==> config.mk <==
export PLATFORM = sky130hd
export DESIGN_NAME = cwrb_front
export DESIGN_NICKNAME = d
export VERILOG_FILES = /design/src/cwrb_pkg.sv /design/src/cwrb_front.sv
export SDC_FILE = /design/constraint.sdc
export NUM_CORES = 1
export LEC_CHECK = 0
export ABC_AREA = 0
export BUFFER_PORTS_ARGS = -buffer_cell sky130_fd_sc_hd__buf_2
export CAP_MARGIN = 20
export CORE_MARGIN = 2
export CORE_UTILIZATION = 55
export CTS_CLUSTER_DIAMETER = 40
export CTS_CLUSTER_SIZE = 24
export DETAILED_ROUTE_END_ITERATION = 16
export GPL_TIMING_DRIVEN = 0
export HOLD_SLACK_MARGIN = 0.15
export PLACE_DENSITY = 0.85
export SYNTH_ARGS = -nofsm -noshare
export SYNTH_HDL_FRONTEND = slang
export SYNTH_SLANG_ARGS = --single-unit
==> constraint.sdc <==
create_clock -name clk_i -period 7.5 [get_ports clk_i]
set_clock_uncertainty 0.15 [all_clocks]
set_input_delay 0 -clock clk_i [delete_from_list [all_inputs] [get_ports clk_i]]
set_output_delay 0 -clock clk_i [all_outputs]
set_load 0.005 [all_outputs]
==> src/cwrb_pkg.sv <==
// Package for the convolution window ring buffer.
// Shared constants, command and status codes, and the front-to-back op record.
// No dependencies.
package cwrb_pkg;

  // Default sizes of the ring
  localparam int unsigned DefMaxRows  = 8;
  localparam int unsigned DefMaxWidth = 2048;

  // Entries in the queue between front and back
  localparam int unsigned QueueDepth = 2;

  // Field widths
  localparam int unsigned CmdW    = 2;
  localparam int unsigned WordW   = 16;
  localparam int unsigned RowIdxW = 3;
  localparam int unsigned ColIdxW = 11;
  localparam int unsigned StatW   = 2;
  localparam int unsigned HeldW   = 4;
  localparam int unsigned WinRegW = 4;
  localparam int unsigned WidRegW = 12;
  localparam int unsigned CfgIdxW = 1;
  localparam int unsigned CfgDatW = 12;
  localparam int unsigned InDataW  = 32;
  localparam int unsigned OutDataW = 24;

  // Commands
  localparam logic [CmdW-1:0] CmdAppend = 2'd0;
  localparam logic [CmdW-1:0] CmdRead   = 2'd1;
  localparam logic [CmdW-1:0] CmdClear  = 2'd2;

  // Result status
  localparam logic [StatW-1:0] StatOk      = 2'd0;
  localparam logic [StatW-1:0] StatPartial = 2'd1;
  localparam logic [StatW-1:0] StatRange   = 2'd2;

  // Register indexes
  localparam logic [CfgIdxW-1:0] RegWindowRows = 1'd0;
  localparam logic [CfgIdxW-1:0] RegRowWidth   = 1'd1;

  // Register reset values
  localparam logic [WinRegW-1:0] WindowRowsRst = 4'd4;
  localparam logic [WidRegW-1:0] RowWidthRst   = 12'd2048;

  // One classified item, handed from front to back
  typedef struct packed {
    logic             mem_wr;
    logic             mem_rd;
    logic [WordW-1:0] word;
    logic [StatW-1:0] status;
    logic [HeldW-1:0] rows_held;
    logic             completed;
  } op_t;

endpackage

==> src/cwrb_front.sv <==
// Front of the window ring buffer: config registers, ring pointers, item decode.
// Produces one op record and a store address per accepted beat.
// Depends on cwrb_pkg.
module cwrb_front #(
  parameter int unsigned MAX_ROWS  = cwrb_pkg::DefMaxRows,
  parameter int unsigned MAX_WIDTH = cwrb_pkg::DefMaxWidth,
  parameter int unsigned AW = (MAX_ROWS * MAX_WIDTH > 1) ? $clog2(MAX_ROWS * MAX_WIDTH) : 1
) (
  input  logic                         clk_i,
  input  logic                         rst_ni,
  input  logic                         cfg_we_i,
  input  logic [cwrb_pkg::CfgIdxW-1:0] cfg_idx_i,
  input  logic [cwrb_pkg::CfgDatW-1:0] cfg_data_i,
  input  logic                         accept_i,
  input  logic [cwrb_pkg::CmdW-1:0]    cmd_i,
  input  logic [cwrb_pkg::WordW-1:0]   word_i,
  input  logic [cwrb_pkg::RowIdxW-1:0] row_i,
  input  logic [cwrb_pkg::ColIdxW-1:0] col_i,
  output cwrb_pkg::op_t                op_o,
  output logic [AW-1:0]                addr_o
);

  localparam int unsigned HW  = $clog2(MAX_ROWS + 1);
  localparam int unsigned HDW = (MAX_ROWS > 1) ? $clog2(MAX_ROWS) : 1;
  localparam int unsigned FW  = $clog2(MAX_WIDTH + 1);
  localparam int unsigned CLW = (MAX_WIDTH > 1) ? $clog2(MAX_WIDTH) : 1;

  logic [cwrb_pkg::WinRegW-1:0] win_q;
  logic [cwrb_pkg::WidRegW-1:0] wid_q;
  logic [HDW-1:0] head_q, head_d;
  logic [HW-1:0]  held_q, held_d;
  logic [CLW-1:0] fill_q, fill_d;

  logic [HW-1:0]  ws;
  logic [FW-1:0]  wd;
  logic [FW-1:0]  fill_inc;
  logic [HW-1:0]  head_inc;
  logic [HW:0]    slot_sum;
  logic [HDW-1:0] slot;
  logic           in_range;
  logic           real_row;

  // Effective window size and row width, with out-of-range values clamped
  always_comb begin
    if (win_q == '0) begin
      ws = HW'(1);
    end else if (32'(win_q) > MAX_ROWS) begin
      ws = HW'(MAX_ROWS);
    end else begin
      ws = HW'(win_q);
    end
    if (wid_q == '0) begin
      wd = FW'(1);
    end else if (32'(wid_q) > MAX_WIDTH) begin
      wd = FW'(MAX_WIDTH);
    end else begin
      wd = FW'(wid_q);
    end
  end

  assign fill_inc = FW'(fill_q) + FW'(1);
  assign head_inc = HW'(head_q) + HW'(1);
  assign in_range = (32'(row_i) < 32'(ws)) && (32'(col_i) < 32'(wd));
  assign real_row = (32'(row_i) + 32'(held_q)) >= 32'(ws);
  assign slot_sum = (HW + 1)'(head_q) + (HW + 1)'(row_i);
  assign slot     = (slot_sum >= (HW + 1)'(ws)) ? HDW'(slot_sum - (HW + 1)'(ws))
                                                 : HDW'(slot_sum);

  always_comb begin
    head_d = head_q;
    held_d = held_q;
    fill_d = fill_q;
    op_o   = '0;
    addr_o = AW'(head_q) * AW'(MAX_WIDTH) + AW'(fill_q);
    case (cmd_i)
      cwrb_pkg::CmdAppend: begin
        op_o.mem_wr = 1'b1;
        op_o.word   = word_i;
        if (fill_inc >= wd) begin
          fill_d         = '0;
          head_d         = (head_inc >= ws) ? '0 : HDW'(head_inc);
          held_d         = (held_q < ws) ? held_q + HW'(1) : held_q;
          op_o.completed = 1'b1;
        end else begin
          fill_d = CLW'(fill_inc);
        end
      end
      cwrb_pkg::CmdRead: begin
        addr_o = AW'(slot) * AW'(MAX_WIDTH) + AW'(col_i);
        if (!in_range) begin
          op_o.status = cwrb_pkg::StatRange;
        end else if (fill_q != '0) begin
          op_o.status = cwrb_pkg::StatPartial;
        end else begin
          op_o.status = cwrb_pkg::StatOk;
          op_o.mem_rd = real_row;
        end
      end
      cwrb_pkg::CmdClear: begin
        head_d = '0;
        held_d = '0;
        fill_d = '0;
      end
      default: begin
      end
    endcase
    op_o.rows_held = cwrb_pkg::HeldW'(held_d);
  end

  always_ff @(posedge clk_i or negedge rst_ni) begin
    if (!rst_ni) begin
      win_q  <= cwrb_pkg::WindowRowsRst;
      wid_q  <= cwrb_pkg::RowWidthRst;
      head_q <= '0;
      held_q <= '0;
      fill_q <= '0;
    end else if (cfg_we_i) begin
      // any register write empties the window
      head_q <= '0;
      held_q <= '0;
      fill_q <= '0;
      case (cfg_idx_i)
        cwrb_pkg::RegWindowRows: win_q <= cfg_data_i[cwrb_pkg::WinRegW-1:0];
        cwrb_pkg::RegRowWidth:   wid_q <= cfg_data_i;
        default: begin
        end
      endcase
    end else if (accept_i) begin
      head_q <= head_d;
      held_q <= held_d;
      fill_q <= fill_d;
    end
  end

endmodule

==> impl_results.md, run 1 <==
- Status: finished, final reports clean
- Fin crit period: between 3 and 4 ns
- Fillers: roughly 400
- Period utilization: 49.9%
- H-tree Lvls: 2
- Crit. End Element: output port
- Critical Path Start Type: register
- Vias: 3518
- Setup TNS Final: 0 ns
- Mean Syn Cell Area: between 8 and 9 um^2
- Number of synthesized register bits: 34
- Seq pwr share: roughly 33%
- Clock transition at path regs: 0.07 ns
- Setup Fix Bufs, Post-CTS: 0
- NetSw: about 0.2 mW
- Synth Cell Area: 3280 um^2
- Synth unique cells: 51
- Row count: 28
- Slew Limit Fails: 0
- Max-cap viol count: 0
- Max-slew headroom: about 50%
- Largest net degree at the start of global routing: 35
- Arr. time, crit path: about 3.6 ns
- Mapped Cells: 385
- Multi-input logic area: between 2000 and 2500 um^2
- DR WL/cell: 16.2 um
- Initial antenna violation count: 0
- Gpl congestion: a little under 1
- CTS max path bufs: 2
- WS Path Type: register to output port
- Clock Root Buffer: clkbuf_8
- Post-synth top flop: dfrtp_1
- Die Footprint: roughly 6600 um^2
- Async SR Flop Fraction: 100%
- Sequential area share after synthesis: 26.0%
- Final setup viols: 0
- Post-route ant nets: 0
- DRC violations left: 0
- Top-count cell post-synth: nand2_1
- CP max FO: 7
- Detailed Place HPWL: 6.86 mm
- Layout area overhead: 33.0%
- CTS Sinks: 34
- Share of cells above drive strength 1: between 10% and 20%
- Commonest cells post-synth: 67 x nand2_1, 49 x ha_1, 32 x dfrtp_1
- Reg area: 853 um^2
- Global-route wire length before repair: 15.6 mm
- Clock power frac: ~32%
- Syn nets: slightly below 500
- Congestion Overflow GR: 0
- CP max-delay cell: dfrtp_1
- Fmax: ~0.27 GHz
- Combinational share of power: 34.8%
- TritonCTS clock tree: done
- Pint: 0.445 mW
- Switching share of power: 31.1%
- Die width: 81.2 um
- Synth top area share: 24.4%
- Vias in the first global route: approximately 3.4k
- DRT Pass-1 Iters: 5
- Initial core utilization: 56.1%
- Top cells by area, synth: dfrtp_1 24%, ha_1 19%, nand2_1 7.7%
- Routed WL: slightly below 10 mm
- Worst Path Required: about 7.4 ns
- IO Port Bufs: 87
- Total GRT Usage: between 30% and 40%
- Min-Delay Path Class: input pin to async pin
- EDFF count, synth: 0
- Total power: around 0.65 mW
- Max VDD drop: between 0.1 and 0.15 mV
- PwrDens: ~150 nW/um^2
- DR vias/cell: a little under 6
- Synth Warn #: 0
- Tightest Pin Transition: between 0.7 and 0.8 ns
- Worst hold margin: around 0.16 ns
- I/O pin total: approximately 90
- Bufs and invs on worst path: 1
- Critical Path Max Stage Delay: roughly 0.5 ns
- Final hold vios: 0
- LEAKAGE: between 2 and 2.5 nW
- Clock Latency Late Sink: between 0.2 and 0.3 ns
- Top delay family on crit path: simple AND/OR/NAND/NOR gates
- Chip Height: 81.2 um
- Ant. Diodes: 0
- Cell taking the most area after synthesis: dfrtp_1
- Core area: a little under 6000 um^2
- Starting DRC count in detailed routing: 279
- Layout Nets: 621
- Cells along the critical path: ha_1 -> nand3_1 -> nor2_1 -> nand2_1 -> nor2_1 -> xnor2_1 -> ha_1 -> nand4_1 -> or3_1 -> o21ai_1 -> or3b_2 -> o211ai_1 -> buf_2
- Setup repair after global routing missed its margin: no
- CTS buffer count: 5
==> metal layers <==
layer / wire [um] / share of wire (%) / global-route usage [%] / vias to the layer above
li1: - / - / - / 1651
met1: 4040 / 42 / 39.3 / 1681
met2: 4770 / 49 / 50.8 / 155
met3: 637 / 6.6 / 5.22 / 31
met4: 213 / 2.2 / 8.81 / 0
met5: 0 / 0 / 0 / -
==> sequential cells by signal, indices dropped and copies added, names as in the netlist <==
name / cells
fill_q: 11
held_q: 4
wid_q: 12
head_q: 3
win_q: 4
==> stage by stage <==
| step | area [um^2] | util [%] | worst slack, ns | std cells |
|---|---|---|---|---|
| 4_1_cts | 4360 | 74.6 | 3.79 | 596 |
| 6_report | 4360 | 74.6 | 3.76 | 596 |
| 5_1_grt | 4360 | 74.6 | 3.49 | 596 |
| 3_5_place_dp | 3810 | 65.1 | 4.07 | 547 |
| 2_1_floorplan | 3280 | - | 4.51 | 385 |
| 3_3_place_gp | 3810 | 65.1 | 4.13 | 547 |
==> cell families after synthesis <==
logic type / after synthesis / share of synthesized area (%)
fa+ha+maj: 52 / 20.5
simple gates: 162 / 24.2
xor+xnor: 14 / 3.74
compound gates: 80 / 16.8
mux: 17 / 5.80
flops: 34 / 26.0
buf+inv: 26 / 3.01
==> power by group through the flow <==
stage / sequential [mW] / combinational [mW] / clock, mW
2_1_floorplan: 0.212 / 0.135 / 0
3_3_place_gp: 0.215 / 0.190 / 0
3_5_place_dp: 0.217 / 0.199 / 0
4_1_cts: 0.213 / 0.219 / 0.210
5_1_grt: 0.216 / 0.251 / 0.219
6_report: 0.214 / 0.224 / 0.207
==> layout by cell type (no fill, tap or decap), types with 3 or more instances in the layout <==
master | Yosys | final
a211o_1 | 5 | 5
a211oi_1 | 3 | 3
a21o_1 | 8 | 8
a21oi_1 | 18 | 18
a22o_1 | 5 | 5
a31oi_1 | 8 | 8
and2_1 | 18 | 18
and3_1 | 3 | 3
buf_2 | 1 | 88
clkbuf_1 | 15 | 15
clkbuf_8 | 0 | 6
dfrtp_1 | 32 | 32
dlygate4sd3_1 | 0 | 41
fa_1 | 3 | 3
ha_1 | 49 | 49
inv_1 | 9 | 9
mux2_1 | 16 | 16
nand2_1 | 67 | 67
nand2b_1 | 10 | 10
nand3_1 | 10 | 10
nand4_1 | 4 | 4
nor2_1 | 20 | 20
nor2b_1 | 6 | 6
nor3_1 | 7 | 7
nor4_1 | 6 | 6
o21ai_0 | 4 | 4
o21ai_1 | 14 | 14
xnor2_1 | 7 | 7
xor2_1 | 7 | 7
==> worst paths after layout <==
kind,from,endpoint,slack [ns],depth (start not counted)
min,rst_ni,fill_q[8],0.16,2
min in group clk_i,col_i[4],addr_o[4],0.16,4
max reg2reg,fill_q[2],head_q[0],3.91,13
max,fill_q[0],op_o[2],3.76,13
min reg2reg,win_q[0],win_q[0],0.38,1
max in group asynchronous,rst_ni,wid_q[8],6.56,2
==> what timing repair did <==
| action | CTS | global route |
|---|---|---|
| gates resized for setup | 0 | 0 |
| hold buffers | 41 | 0 |
| hold endpoints to repair | 79 | 0 |
==> final cells by class <==
type                       instances  area share [%]
tap                               75            2.15
clock inverter                     2            1.38
buffer                            16            1.41
inverter                          10           0.861
clock buffer                       6            1.89
timing repair buffer             128            19.4
multi-input combinational        325            53.4
sequential                        34            19.6
Note: power is estimated with default switching activity, not from simulation.
==> run 2: changes to the inputs <==
- CORE_UTILIZATION: 55 -> 54
- PLACE_DENSITY: 0.85 -> 0.84
- clock period: 7.5 -> 3.6 ns (I/O delays scaled with it)
==> impl_results.md, run 2 (synthesis results as in run 1) <==
- Layout Utilization: 73.8% (-0.78 points)
- Ant. Diodes: 0 (unchanged)
- Worst Path Required: 3.45 ns (-3.90 ns)
- DRC violations left: 0 (unchanged)
- CP max FO: 7 (unchanged)
- LEAKAGE: 2.19 nW (-0.68%)
- Tightest Pin Transition: 0.760 ns (+0.0185 ns)
- Vias: 3568 (+1.4%)
- IO Port Bufs: 87 (unchanged)
- Bufs and invs on worst path: 1 (unchanged)
- CP max-delay cell: or4_4
- CTS buffer count: 5 (unchanged)
- Fillers: 419 (+5.8%)
- Layout Nets: 622 (+0.16%)
- Largest Register: wid_q
- Gpl congestion: 0.961 (-1.2%)
- Slew Limit Fails: 0 (unchanged)
- Max-slew headroom: 49.3% (-1.2 points)
- Initial core utilization: 55.7% (-0.33 points)
- Die width: 81.9 um (+0.88%)
- DRT Pass-1 Iters: 5 (unchanged)
- Detailed Place HPWL: 7.00 mm (+2.0%)
- Core area: 5890 um^2 (+0.60%)
- Cells along the critical path: ha_1 -> nand3_2 -> nor2_4 -> nand2_1 -> nor2_1 -> xnor2_1 -> ha_1 -> nand4_1 -> or4_4 -> o21ai_4 -> a211o_1 -> nand2_1 -> buf_2
- Final setup viols: 0 (unchanged)
- H-tree Lvls: 2 (unchanged)
- Chip Height: 81.9 um (+0.88%)
- Clock Latency Late Sink: 0.30 ns (+0.02 ns)
- Status: finished, final reports clean
- CTS Sinks: 34 (unchanged)
- Period utilization: 96.1%
- Final hold vios: 0 (unchanged)
- Finished Cell Area: 4340 um^2 (-0.46%)
- Initial antenna violation count: 0 (unchanged)
- DR WL/cell: 16.9 um (+4.2%)
- Critical Path Start Type: register
- Top delay family on crit path: simple AND/OR/NAND/NOR gates
- Routed WL: 10.1 mm (+4.3%)
- Global-route wire length before repair: 15.9 mm (+1.9%)
- Most frequent cells in the layout: 88 x buf_2, 67 x nand2_1, 49 x ha_1
- WS Path Type: register to output port
- Max VDD drop: 0.360 mV (+180%)
- Commonest non-fill, non-tap cell in the layout: buf_2
- CTS max path bufs: 2 (unchanged)
- Largest registers: wid_q (12), fill_q (11)
- Critical Path Max Stage Delay: 0.48 ns (about the same)
- Clock transition at path regs: 0.07 ns (about the same)
- Arr. time, crit path: 3.31 ns (-0.28 ns)
- Congestion Overflow GR: 0 (unchanged)
- Total GRT Usage: 30.9% (+0.85 points)
- Fin crit period: 3.46 ns
- Starting DRC count in detailed routing: 258 (-7.5%)
- Share of cells above drive strength 1: 21.6% (+1.9 points)
- Layout area overhead: 32.4%
- Vias in the first global route: 3427 (+1.2%)
- TritonCTS clock tree: done
- Crit. End Element: output port
- I/O pin total: 88 (unchanged)
- Clock Root Buffer: clkbuf_8
- PwrDens: 283 nW/um^2 (+91%)
- Total power: 1.23 mW (+90%)
- Post-DP Area: 3810 um^2 (unchanged)
- Row count: 28 (unchanged)
- Die Footprint: 6710 um^2 (+1.8%)
- Number of flip-flops in the largest register: 12 (unchanged)
- Largest net degree at the start of global routing: 35 (unchanged)
- Max-cap viol count: 0 (unchanged)
- Post-route ant nets: 0 (unchanged)
- DR vias/cell: 5.98 (+1.3%)
- Fmax: slightly below 0.3 GHz
- Min-Delay Path Class: input pin to async pin
[run 2: cell type report]
cell class | count | area [um^2] | share of cell area (%)
Inverter | 10 | 37.5 | 0.865
Sequential cell | 34 | 856 | 19.7
Buffer | 15 | 57.6 | 1.33
Timing Repair Buffer | 130 | 856 | 19.7
Clock buffer | 6 | 82.6 | 1.90
Clock inverter | 2 | 12.5 | 0.288
Multi-Input combinational cell | 325 | 2350 | 54.0
Tap cell | 75 | 93.8 | 2.16
[run 2: metal layers]
layer,routed length [um],share of wire (%),track usage [%],up-vias
met5,0,0,0,-
met3,692,6.9,7.14,45
met4,384,3.8,12.8,0
met2,4910,49,51.8,188
li1,-,-,-,1661
met1,4100,41,38.1,1674
[run 2: where the power goes]
group	switching (mW)	leakage (nW)	internal [mW]
clock	0.151	0.0472	0.154
sequential	0.0321	0.433	0.415
combinational	0.254	1.71	0.222
[run 2: final timing paths]
check,from,endpoint,slack (ns),depth (start not counted)
hold / removal,rst_ni,fill_q[9],0.14,2
min in group clk_i,col_i[5],addr_o[5],0.15,4
max in group asynchronous,rst_ni,fill_q[2],2.62,2
setup / recovery,fill_q[0],op_o[4],0.14,13
hold reg to reg,wid_q[0],wid_q[0],0.35,1
setup reg to reg,fill_q[3],head_q[0],0.23,13
[run 2: through the flow]
| step | setup TNS, ns | hold slack [ns] | instances | setup WS [ns] |
|---|---|---|---|---|
| 2_1_floorplan | 0 | -0.446 | 385 | 0.608 |
| 3_3_place_gp | 0 | -0.0422 | 547 | 0.225 |
| 3_5_place_dp | 0 | -0.0354 | 547 | 0.202 |
| 4_1_cts | 0 | 0.152 | 593 | 0.0160 |
| 5_1_grt | -0.0313 | 0.158 | 597 | -0.0313 |
| 6_report | 0 | 0.139 | 597 | 0.141 |
[run 2: timing repair]
action | CTS | global route
pin swaps | 0 | 1
setup endpoints to repair | 3 | 5
buffers inserted | 0 | 4
hold buffers | 39 | 0
gates resized for setup | 1 | 6
hold endpoints to repair | 79 | 0
