File: config.mk
export PLATFORM = sky130hd
export DESIGN_NAME = cwrb_queue
export DESIGN_NICKNAME = d
export VERILOG_FILES = /design/src/cwrb_pkg.sv /design/src/cwrb_queue.sv
export SDC_FILE = /design/constraint.sdc
export NUM_CORES = 1
export LEC_CHECK = 0
export ABC_AREA = 0
export BUFFER_PORTS_ARGS = -buffer_cell sky130_fd_sc_hd__buf_2
export CAP_MARGIN = 20
export CORE_MARGIN = 8
export CORE_UTILIZATION = 56
export CTS_BUF_LIST = sky130_fd_sc_hd__clkbuf_8
export CTS_CLUSTER_SIZE = 8
export DETAILED_ROUTE_END_ITERATION = 8
export PLACE_DENSITY_LB_ADDON = 0.15
export SLEW_MARGIN = 40
export SYNTH_ARGS = -nofsm -noshare
export SYNTH_HDL_FRONTEND = slang
export SYNTH_SLANG_ARGS = --single-unit
File: constraint.sdc
create_clock -name clk_i -period 2 [get_ports clk_i]
set_input_delay 0.2 -clock clk_i [delete_from_list [all_inputs] [get_ports clk_i]]
set_output_delay 0.2 -clock clk_i [all_outputs]
set_load 0.005 [all_outputs]
File: src/cwrb_pkg.sv
// Package for the convolution window ring buffer.
// Shared constants, command and status codes, and the front-to-back op record.
// No dependencies.
package cwrb_pkg;

  // Default sizes of the ring
  localparam int unsigned DefMaxRows  = 8;
  localparam int unsigned DefMaxWidth = 2048;

  // Entries in the queue between front and back
  localparam int unsigned QueueDepth = 2;

  // Field widths
  localparam int unsigned CmdW    = 2;
  localparam int unsigned WordW   = 16;
  localparam int unsigned RowIdxW = 3;
  localparam int unsigned ColIdxW = 11;
  localparam int unsigned StatW   = 2;
  localparam int unsigned HeldW   = 4;
  localparam int unsigned WinRegW = 4;
  localparam int unsigned WidRegW = 12;
  localparam int unsigned CfgIdxW = 1;
  localparam int unsigned CfgDatW = 12;
  localparam int unsigned InDataW  = 32;
  localparam int unsigned OutDataW = 24;

  // Commands
  localparam logic [CmdW-1:0] CmdAppend = 2'd0;
  localparam logic [CmdW-1:0] CmdRead   = 2'd1;
  localparam logic [CmdW-1:0] CmdClear  = 2'd2;

  // Result status
  localparam logic [StatW-1:0] StatOk      = 2'd0;
  localparam logic [StatW-1:0] StatPartial = 2'd1;
  localparam logic [StatW-1:0] StatRange   = 2'd2;

  // Register indexes
  localparam logic [CfgIdxW-1:0] RegWindowRows = 1'd0;
  localparam logic [CfgIdxW-1:0] RegRowWidth   = 1'd1;

  // Register reset values
  localparam logic [WinRegW-1:0] WindowRowsRst = 4'd4;
  localparam logic [WidRegW-1:0] RowWidthRst   = 12'd2048;

  // One classified item, handed from front to back
  typedef struct packed {
    logic             mem_wr;
    logic             mem_rd;
    logic [WordW-1:0] word;
    logic [StatW-1:0] status;
    logic [HeldW-1:0] rows_held;
    logic             completed;
  } op_t;

endpackage

File: src/cwrb_queue.sv
// Small FIFO between front and back of the window ring buffer.
// Flop based, one push and one pop per cycle. Depends on cwrb_pkg.
module cwrb_queue #(
  parameter int unsigned DW    = 8,
  parameter int unsigned DEPTH = cwrb_pkg::QueueDepth
) (
  input  logic          clk_i,
  input  logic          rst_ni,
  input  logic          push_i,
  input  logic [DW-1:0] data_i,
  input  logic          pop_i,
  output logic [DW-1:0] data_o,
  output logic          full_o,
  output logic          empty_o
);

  localparam int unsigned PW = (DEPTH > 1) ? $clog2(DEPTH) : 1;
  localparam int unsigned CW = $clog2(DEPTH + 1);

  logic [DW-1:0] slot_q [DEPTH];
  logic [PW-1:0] wr_q, rd_q;
  logic [CW-1:0] cnt_q;

  assign full_o  = (cnt_q == CW'(DEPTH));
  assign empty_o = (cnt_q == '0);
  assign data_o  = slot_q[rd_q];

  always_ff @(posedge clk_i) begin
    if (push_i) begin
      slot_q[wr_q] <= data_i;
    end
  end

  always_ff @(posedge clk_i or negedge rst_ni) begin
    if (!rst_ni) begin
      wr_q  <= '0;
      rd_q  <= '0;
      cnt_q <= '0;
    end else begin
      if (push_i) begin
        wr_q <= (32'(wr_q) == DEPTH - 1) ? '0 : wr_q + PW'(1);
      end
      if (pop_i) begin
        rd_q <= (32'(rd_q) == DEPTH - 1) ? '0 : rd_q + PW'(1);
      end
      if (push_i && !pop_i) begin
        cnt_q <= cnt_q + CW'(1);
      end else if (pop_i && !push_i) begin
        cnt_q <= cnt_q - CW'(1);
      end
    end
  end

endmodule

==> results of run 1 <==
-- sequential cells by signal (all words and copies together), names as in the netlist --
signal and flops:
wr_q 1, slot_q 16, cnt_q 2, rd_q 1
-- kinds of logic after synthesis --
group	count (synthesis)	synth area share, %
DFF	20	75.3
muxes	8	11.7
xor gates and xnor gates	5	5.68
and+or+nand+nor	5	3.74
buffers and inverters	2	1.95
adders and majority gates	1	1.62
-- cell usage in the layout, fill, tap and decap left out --
| cell | n |
|---|---|
| xnor2_1 | 1 |
| and2b_2 | 1 |
| and2_1 | 1 |
| dlygate4sd3_1 | 1 |
| mux2_2 | 8 |
| clkbuf_8 | 3 |
| inv_1 | 2 |
| dfrtp_1 | 4 |
| nor2b_1 | 1 |
| edfxtp_1 | 16 |
| xor2_1 | 4 |
| buf_2 | 21 |
| nor2_1 | 2 |
| ha_1 | 1 |
-- worst max-delay path: cells and delay by family, from the launching register on --
family / cells / cell delay (ps)
flops: 1 / 550
mux: 1 / 380
buf+inv: 1 / 130
-- cell type report --
type / instances / area (µm²) / area share, %
Tap cell: 15 / 18.8 / 2.00
Timing Repair Buffer: 22 / 115 / 12.3
Clock buffer: 3 / 41.3 / 4.40
Multi-Input combinational cell: 19 / 175 / 18.7
Clock inverter: 1 / 3.75 / 0.400
Sequential cell: 20 / 581 / 61.9
Inverter: 1 / 3.75 / 0.400
-- through the flow --
step                      instances  worst slack, ps  utilization [%]  instance area (µm²)
final                            81              485             72.1                  938
after global routing             81              402             72.1                  938
after CTS                        81              472             72.1                  938
after detailed placement         76              668             67.9                  883
after global placement           76              715             67.9                  883
after floorplan                  41              838                -                  771
-- synthesized netlist by cell type --
cell / number
edfxtp_1: 16
mux2_2: 8
dfrtp_1: 4
xor2_1: 4
nor2_1: 2
and2_1: 1
and2b_2: 1
buf_6: 1
ha_1: 1
inv_1: 1
nor2b_1: 1
xnor2_1: 1
-- routing by layer --
layer / GRT usage (%) / part of all wire [%]
met5: 0 / 0
met4: 6.30 / 0
met3: 3.92 / 6.8
met2: 17.0 / 54
met1: 10.2 / 39
-- power groups by stage --
stage | Sequential, mW | Combinational [mW] | Clock (mW)
after floorplan | 0.611 | 0.236 | 0
after global placement | 0.647 | 0.305 | 0
after detailed placement | 0.653 | 0.311 | 0
after CTS | 0.646 | 0.314 | 0.265
after global routing | 0.660 | 0.339 | 0.284
final | 0.644 | 0.304 | 0.258
-- worst max-delay path by stage --
stage	to	start	slack, ps	cells after the start
6_report	data_o[4]	rd_q$_DFFE_PN0P_	480	2
5_1_grt	data_o[4]	rd_q$_DFFE_PN0P_	400	2
4_1_cts	data_o[0]	rd_q$_DFFE_PN0P_	470	2
3_5_place_dp	slot_q[0][1]$_DFFE_PP_	wr_q$_DFFE_PN0P_	670	1
3_3_place_gp	slot_q[0][6]$_DFFE_PP_	wr_q$_DFFE_PN0P_	710	1
2_1_floorplan	slot_q[0][0]$_DFFE_PP_	wr_q$_DFFE_PN0P_	840	1
==> results.ini, run 1 <==
[run_status]
outcome=complete, no violations

[hold_path]
hold_path.class=input port to flop
worstHoldPathCells=1
hold_path.startpoint=data_i[5]
whs_endpoint=slot_q[0][5]$_DFFE_PP_

[clocking]
clockBufferDepth=2
clk_pin_slew_ps=70
cts.sinks=20
cts_tree=done
cts_hold_buf=1
clkLatencyLatePin_ps=250
cts_max_level=1
tritoncts.num_buffers=3
cts-root-buf=clkbuf_8
ctsResizeCount=0
post-cts-setup-buffers=0

[floorplanning]
die_w_um=53.1
core_area_mm2=0.00130
ioPinCount=22
rows=13
dieArea_mm2=0.00282
die_h_um=53.1
start_util_pct=59.2

[worst_setup_path]
r2r-start=wr_q$_DFFE_PN0P_
rrSetupSlack_ps=700
crit_required_ps=1800
cp_max_fo=9
reg2reg_depth=1
path_cells=mux2_2, buf_2
cp.arrival_ps=1320
r2r_end=slot_q[0][3]$_DFFE_PP_
slowest_delay_ps=550
slowest_stage=dfrtp_1
endpoint_kind=output pin
path_class=flop to output pin
crit_path_start_kind=flop

[timing]
relSlewSlack_pct=55.4
hold_viol_final=0
fin_crit_ps=1520
rsz0062_at_grt=no
setup_viol=0
slew_viol_final=0
holdWs_ps=134
fin_skew_ps=0.817
worstMarginPinSlew_ps=667
post-route-period-util_pct=75.8
finalSetupTns_ps=0
timing.fmax_mhz=660

[grt]
grt_pass1_vias=456
grt_max_degree=12
track_usage_pct=10.1
grt_overflow=0
grt_pass1_wl_um=2020
antenna_found_initial=0

[detailed_routing]
vias=391
drc=0
wl_per_cell_um=15.0
vias_per_cell=4.83
wl_um=1210
final_antenna_net_count=0
drtIter0Drc=2
dr.pass1.iters=2

[logic_synthesis]
synth_top_area_share_pct=62.3
synthDistinctLibCells=12
syn_nets=54
synth_area_leaders=edfxtp_1 (62%), dfrtp_1 (13%), mux2_2 (12%), xor2_1 (4.5%), ha_1 (1.6%)
ys_seq_area_share_pct=75.3
synth_area_leader_cell=edfxtp_1
yosysWarnings=0
syn-mean-instance-area_um2=18.8
syn-cell-area_um2=771
yosys_register_bits=20
syn-instance-count=41

[run]
maxCapViolCount=0

[power_and_ir_drop]
vdd_drop_max_v=0.000800
p_seq_share_pct=53.4
p_comb_share_pct=25.2
power_density_mw_per_mm2=1290
cell_internal_pwr_uw=885
p_sw_share_pct=26.6
total_power_mw=1.21
switching_power_uw=321
power_frac_clock_pct=21.4
leakage_nw=0.391

[final_layout]
nFillCells=94
layout-drive-gt1-share_pct=50.0
syn2layout_area_growth_pct=21.8
final_nets=80
antenna_cells=0

[place]
port_buffers=21
gp_congestion=0.624
hpwl_um=902

(Power assumes the default switching activity.)
==> run 2, diff against run 1 <==
--- a/config.mk
+++ b/config.mk
@@ -5,11 +5,11 @@
 export SDC_FILE = /design/constraint.sdc
 export NUM_CORES = 1
 export LEC_CHECK = 0
-export ABC_AREA = 0
+export ABC_AREA = 1
 export BUFFER_PORTS_ARGS = -buffer_cell sky130_fd_sc_hd__buf_2
 export CAP_MARGIN = 20
 export CORE_MARGIN = 8
-export CORE_UTILIZATION = 56
+export CORE_UTILIZATION = 47
 export CTS_BUF_LIST = sky130_fd_sc_hd__clkbuf_8
 export CTS_CLUSTER_SIZE = 8
 export DETAILED_ROUTE_END_ITERATION = 8
==> constraint.sdc (replaced) <==
create_clock -name clk_i -period 1.35 [get_ports clk_i]
set_input_delay 0.135 -clock clk_i [delete_from_list [all_inputs] [get_ports clk_i]]
set_output_delay 0.135 -clock clk_i [all_outputs]
set_load 0.005 [all_outputs]
==> run 2 against run 1 <==
  * The run now ends with negative setup slack left
  * Sequential share of layout area shrank 7.9 points
  * Wire length grew 5.0%
  * Synthesized cell count grew 22%
  * Combinational power grew to 2.7 times the previous value
  * Largest power group unchanged
==> results.ini, run 2 <==
[logic_synthesis]
synthDistinctLibCells=12
async_flop_share_pct=20.0
syn-cell-area_um2=818
yosysMostFrequentCell=edfxtp_1
synth_ff_type=edfxtp_1
synth_area_leader_cell=edfxtp_1
syn_nets=63
synth_top_area_share_pct=58.7
ys_top_cells_by_count=edfxtp_1 (16), mux2_4 (8), inv_1 (7)
yosysWarnings=0
ys_seq_area_share_pct=70.9
synth_area_leaders=edfxtp_1 (59%), mux2_4 (15%), dfrtp_1 (12%), inv_1 (3.2%), nand2_1 (2.3%)
yosys_register_bits=20
synth_edf_count=16
syn-instance-count=50
syn-mean-instance-area_um2=16.4

[detailed_routing]
dr.pass1.iters=2
drtIter0Drc=8
final_antenna_net_count=0
vias=470
wl_per_cell_um=13.3
wl_um=1270
vias_per_cell=4.90
drc=0

[power_and_ir_drop]
p_sw_share_pct=26.4
power_density_mw_per_mm2=1970
power_frac_clock_pct=17.7
cell_internal_pwr_mw=1.56
switching_power_uw=560
p_seq_share_pct=43.6
p_comb_share_pct=38.8
leakage_nw=0.490
total_power_mw=2.12
vdd_drop_max_v=0.00110

[worst_setup_path]
cp_max_fo=5
startpoint=rd_q$_DFFE_PN0P_
cp.arrival_ps=1220
cpLargestDelayFamily=flip-flops
r2r-start=wr_q$_DFFE_PN0P_
cpMostUsedCell=buf_6
crit_required_ps=1220
endpoint_kind=output pin
slowest_stage=dfrtp_2
crit_path_start_kind=flop
path_cells=buf_6, mux2_4, buf_6
path_class=flop to output pin
cp_num_buf_inv=2
slowest_delay_ps=420

[floorplanning]
die_h_um=57.7
core_area_mm2=0.00169
start_util_pct=48.4
die_w_um=57.7
rows=15
ioPinCount=22
dieArea_mm2=0.00333

[clocking]
clockBufferDepth=2
cts_max_level=1
cts.sinks=20
cts-root-buf=clkbuf_8
tritoncts.num_buffers=3
clk_pin_slew_ps=70
cts_tree=done
clkLatencyLatePin_ps=250

[final_layout]
largest_register=slot_q
final_nets=93
layout_common_cells=edfxtp_1 (16), buf_2 (13), buf_6 (10)
largest_register_ffs=16
syn2layout_area_growth_pct=31.7
antenna_cells=0
layout_commonest_cell=edfxtp_1
layout-drive-gt1-share_pct=46.8
top_regs=slot_q: 16 flops, cnt_q: 2 flops

[grt]
grt_max_degree=12
track_usage_pct=8.03
grt_overflow=0
grt_pass1_vias=479
antenna_found_initial=0
grt_pass1_wl_um=1960

[timing]
worst_slack_ps=-9.46
timing.fmax_mhz=736
rsz0062_at_grt=yes
post-route-period-util_pct=101
fin_crit_ps=1360
worstMarginPinSlew_ps=299
holdWs_ps=68.4
slew_viol_final=0
fin_skew_ps=1.04
hold_viol_final=0
setup_viol=5
relSlewSlack_pct=80.1

[run_status]
violations=negative setup slack
outcome=complete, but fails checks

[place]
dp_slack_ps=75.8
hpwl_um=913
port_buffers=21
gp_congestion=0.628

[hold_path]
hold_path.startpoint=data_i[5]
hold_path.class=input port to flop

[run]
maxCapViolCount=0

run 2: cell count changes after synthesis:
cell | previous run | this run
and2_1 | 1 | 0
and2b_2 | 1 | 0
inv_1 | 1 | 7
mux2_2 | 8 | 0
mux2_4 | 0 | 8
nand2_1 | 0 | 5
nand3_1 | 0 | 1
nand4_1 | 0 | 1
nor2_1 | 2 | 3
nor2b_1 | 1 | 0
xor2_1 | 4 | 2
run 2: layout make-up:
type | count | area [µm²]
Tap cell | 17 | 21.3
Inverter | 7 | 26.3
Fill cell | 135 | 612
Multi-Input combinational cell | 22 | 200
Timing Repair Buffer | 26 | 203
Clock buffer | 3 | 41.3
Clock inverter | 1 | 3.75
Sequential cell | 20 | 582
run 2: metrics by stage:
| step | instance area, µm² | TNS [ps] | cells | utilization [%] |
|---|---|---|---|---|
| floorplan | 818 | 0 | 50 | - |
| global placement | 941 | 0 | 88 | 55.7 |
| detailed placement | 941 | 0 | 88 | 55.7 |
| CTS | 1020 | -178 | 96 | 60.2 |
| global route | 1080 | -254 | 96 | 63.8 |
| finish | 1080 | -31.3 | 96 | 63.8 |
run 2: cells by family after synthesis:
| group | count (synthesis) | synth area share, % |
|---|---|---|
| xor+xnor | 3 | 3.21 |
| fa+ha+maj | 1 | 1.53 |
| buf+inv | 8 | 4.59 |
| flops | 20 | 70.9 |
| mux | 8 | 14.7 |
| simple gates | 10 | 5.05 |
run 2: what timing repair did:
| item | 4_1_cts | 5_1_grt |
|---|---|---|
| gates resized for setup | 1 | 12 |
| hold buffers | 1 | 0 |
| setup buffers | 3 | 0 |
| hold endpoints to repair | 4 | 0 |
| endpoints found under the setup margin | 8 | 8 |
run 2: metal layers:
layer	vias up	wire length, µm	GRT usage [%]
met2	12	722	14.1
li1	229	-	-
met4	0	25	7.34
met1	225	477	7.21
met5	-	0	0
met3	4	49	2.43
run 2: path summary, 6_finish.rpt:
check	endpoint	depth (start not counted)	slack, ps
setup / recovery	data_o[0]	3	-9
hold / removal	slot_q[0][5]$_DFFE_PP_	1	70
setup reg to reg	slot_q[1][3]$_DFFE_PP_	2	330
hold reg to reg	wr_q$_DFFE_PN0P_	1	500
max in group asynchronous	rd_q$_DFFE_PN0P_	2	1000
min in group asynchronous	cnt_q[0]$_DFFE_PN0P_	2	220
run 2: power groups by stage:
stage	Clock (mW)	Sequential, mW	Combinational, mW
floorplan	0	0.908	0.436
global placement	0	0.985	0.542
detailed placement	0	0.990	0.550
CTS	0.389	0.912	0.681
global route	0.418	0.938	0.879
finish	0.374	0.924	0.822
==> run 3, diff against run 2 <==
--- a/config.mk
+++ b/config.mk
@@ -13,8 +13,9 @@
 export CTS_BUF_LIST = sky130_fd_sc_hd__clkbuf_8
 export CTS_CLUSTER_SIZE = 8
 export DETAILED_ROUTE_END_ITERATION = 8
+export MAX_ROUTING_LAYER = met4
 export PLACE_DENSITY_LB_ADDON = 0.15
-export SLEW_MARGIN = 40
+export SLEW_MARGIN = 20
 export SYNTH_ARGS = -nofsm -noshare
 export SYNTH_HDL_FRONTEND = slang
 export SYNTH_SLANG_ARGS = --single-unit
==> run 3 against run 2 <==
  * The flow still finishes with violations (negative setup slack)
  * Critical endpoint unchanged
  * Combinational power hardly changed
  * Largest power group unchanged
  * Total power is the same
  * Sequential power about the same
  * Worst hold slack about the same
  * Non-clock buffer count did not move
  * Final cell count stayed put
==> results.ini, run 3 (same netlist as run 2, synthesis figures left out) <==
[detailed_routing]
final_antenna_net_count=0
dr.pass1.iters=2
wl_um=1270
vias_per_cell=4.90
wl_per_cell_um=13.3
vias=470
drtIter0Drc=8
drc=0

[timing]
holdWs_ps=68.4
fin_skew_ps=1.04
slew_viol_final=0
hold_viol_final=0
rsz0062_at_grt=yes
timing.fmax_mhz=736
worst_slack_ps=-9.46
relSlewSlack_pct=80.1
fin_crit_ps=1360
setup_viol=5
finalSetupTns_ps=-31.3
worstMarginPinSlew_ps=299
post-route-period-util_pct=101

[worst_setup_path]
cp.arrival_ps=1220
crit_path_start_kind=flop
reg2reg_depth=2
crit_required_ps=1220
r2r_end=slot_q[1][3]$_DFFE_PP_
r2r-start=wr_q$_DFFE_PN0P_
path_class=flop to output pin
rrSetupSlack_ps=330
endpoint_kind=output pin
cp_max_fo=5

[final_layout]
top_regs=slot_q: 16 flops, cnt_q: 2 flops
largest_register=slot_q
layoutNonFillerInstCount=96
stdcell_area_mm2=0.00108
layout_commonest_cell=edfxtp_1
layout_common_cells=edfxtp_1 (16), buf_2 (13), buf_6 (10)
antenna_cells=0
nFillCells=135
final_nets=93
syn2layout_area_growth_pct=31.7
layout-drive-gt1-share_pct=46.8
largest_register_ffs=16
post-route-util_pct=63.8

[floorplanning]
core_area_mm2=0.00169
die_w_um=57.7
rows=15
ioPinCount=22
die_h_um=57.7
dieArea_mm2=0.00333
start_util_pct=48.4

[clocking]
cts.sinks=20
clk_pin_slew_ps=70
cts_max_level=1
tritoncts.num_buffers=3
clkLatencyLatePin_ps=250
cts_tree=done
cts-root-buf=clkbuf_8
clockBufferDepth=2

[place]
hpwl_um=913
gp_congestion=0.633
dp_slack_ps=75.8
post-place-cells=88
placed_cell_area_um2=941
port_buffers=21

[run_status]
outcome=complete, but fails checks
violations=negative setup slack

[power_and_ir_drop]
power_density_mw_per_mm2=1970
leakage_nw=0.490
total_power_mw=2.12
vdd_drop_max_v=0.00110

[run]
maxCapViolCount=0

[hold_path]
hold_path.startpoint=data_i[5]
hold_path.class=input port to flop
worstHoldPathCells=1
whs_endpoint=slot_q[0][5]$_DFFE_PP_

[grt]
grt_max_degree=12
grt_pass1_wl_um=1970
antenna_found_initial=0
grt_overflow=0
track_usage_pct=8.25
grt_pass1_vias=479

run 3: cell counts in the layout (fill, tap and decap cells not counted):
Identical to the previous run, type by type.
run 3: worst max-delay path by stage:
stage | cells past startpoint | from | slack, ps | end
after CTS | 3 | rd_q$_DFFE_PN0P_ | -30 | data_o[6]
final | 3 | rd_q$_DFFE_PN0P_ | -9 | data_o[0]
after global routing | 3 | rd_q$_DFFE_PN0P_ | -40 | data_o[6]
after floorplan | 1 | wr_q$_DFFE_PN0P_ | 210 | slot_q[0][0]$_DFFE_PP_
after global placement | 2 | rd_q$_DFFE_PN0P_ | 100 | data_o[6]
after detailed placement | 2 | rd_q$_DFFE_PN0P_ | 80 | data_o[6]
run 3: what timing repair did:
| item | CTS | global route |
|---|---|---|
| setup endpoints to repair | 8 | 8 |
| gates resized for setup | 1 | 12 |
| hold buffers | 1 | 0 |
| hold endpoints to repair | 4 | 0 |
| buffers inserted | 3 | 0 |
run 3: routing by layer:
layer / up-vias / global-route usage [%] / wire length (µm)
met1: 225 / 7.21 / 477
met5: - / - / 0
li1: 229 / - / -
met3: 4 / 2.43 / 49
met2: 12 / 14.1 / 722
met4: 0 / 7.34 / 25
run 3: area by class of cell:
type	count	area, µm²	share of cell area [%]
sequential	20	582	54.0
timing repair buffer	26	203	18.8
multi-input combinational	22	200	18.6
clock buffer	3	41.3	3.83
inverter	7	26.3	2.44
tap	17	21.3	1.97
clock inverter	1	3.75	0.348
run 3: worst max-delay path: stages (launching register included):
cell and delay, ps:
dfrtp_2 420, buf_6 140, mux2_4 300, buf_6 120
run 3: power breakdown:
group,internal [mW],total (mW),leakage (nW),switching (mW)
clock network,0.202,0.374,0.0231,0.173
logic,0.517,0.822,0.271,0.305
registers,0.842,0.924,0.196,0.0821
total,1.56,2.12,0.490,0.560
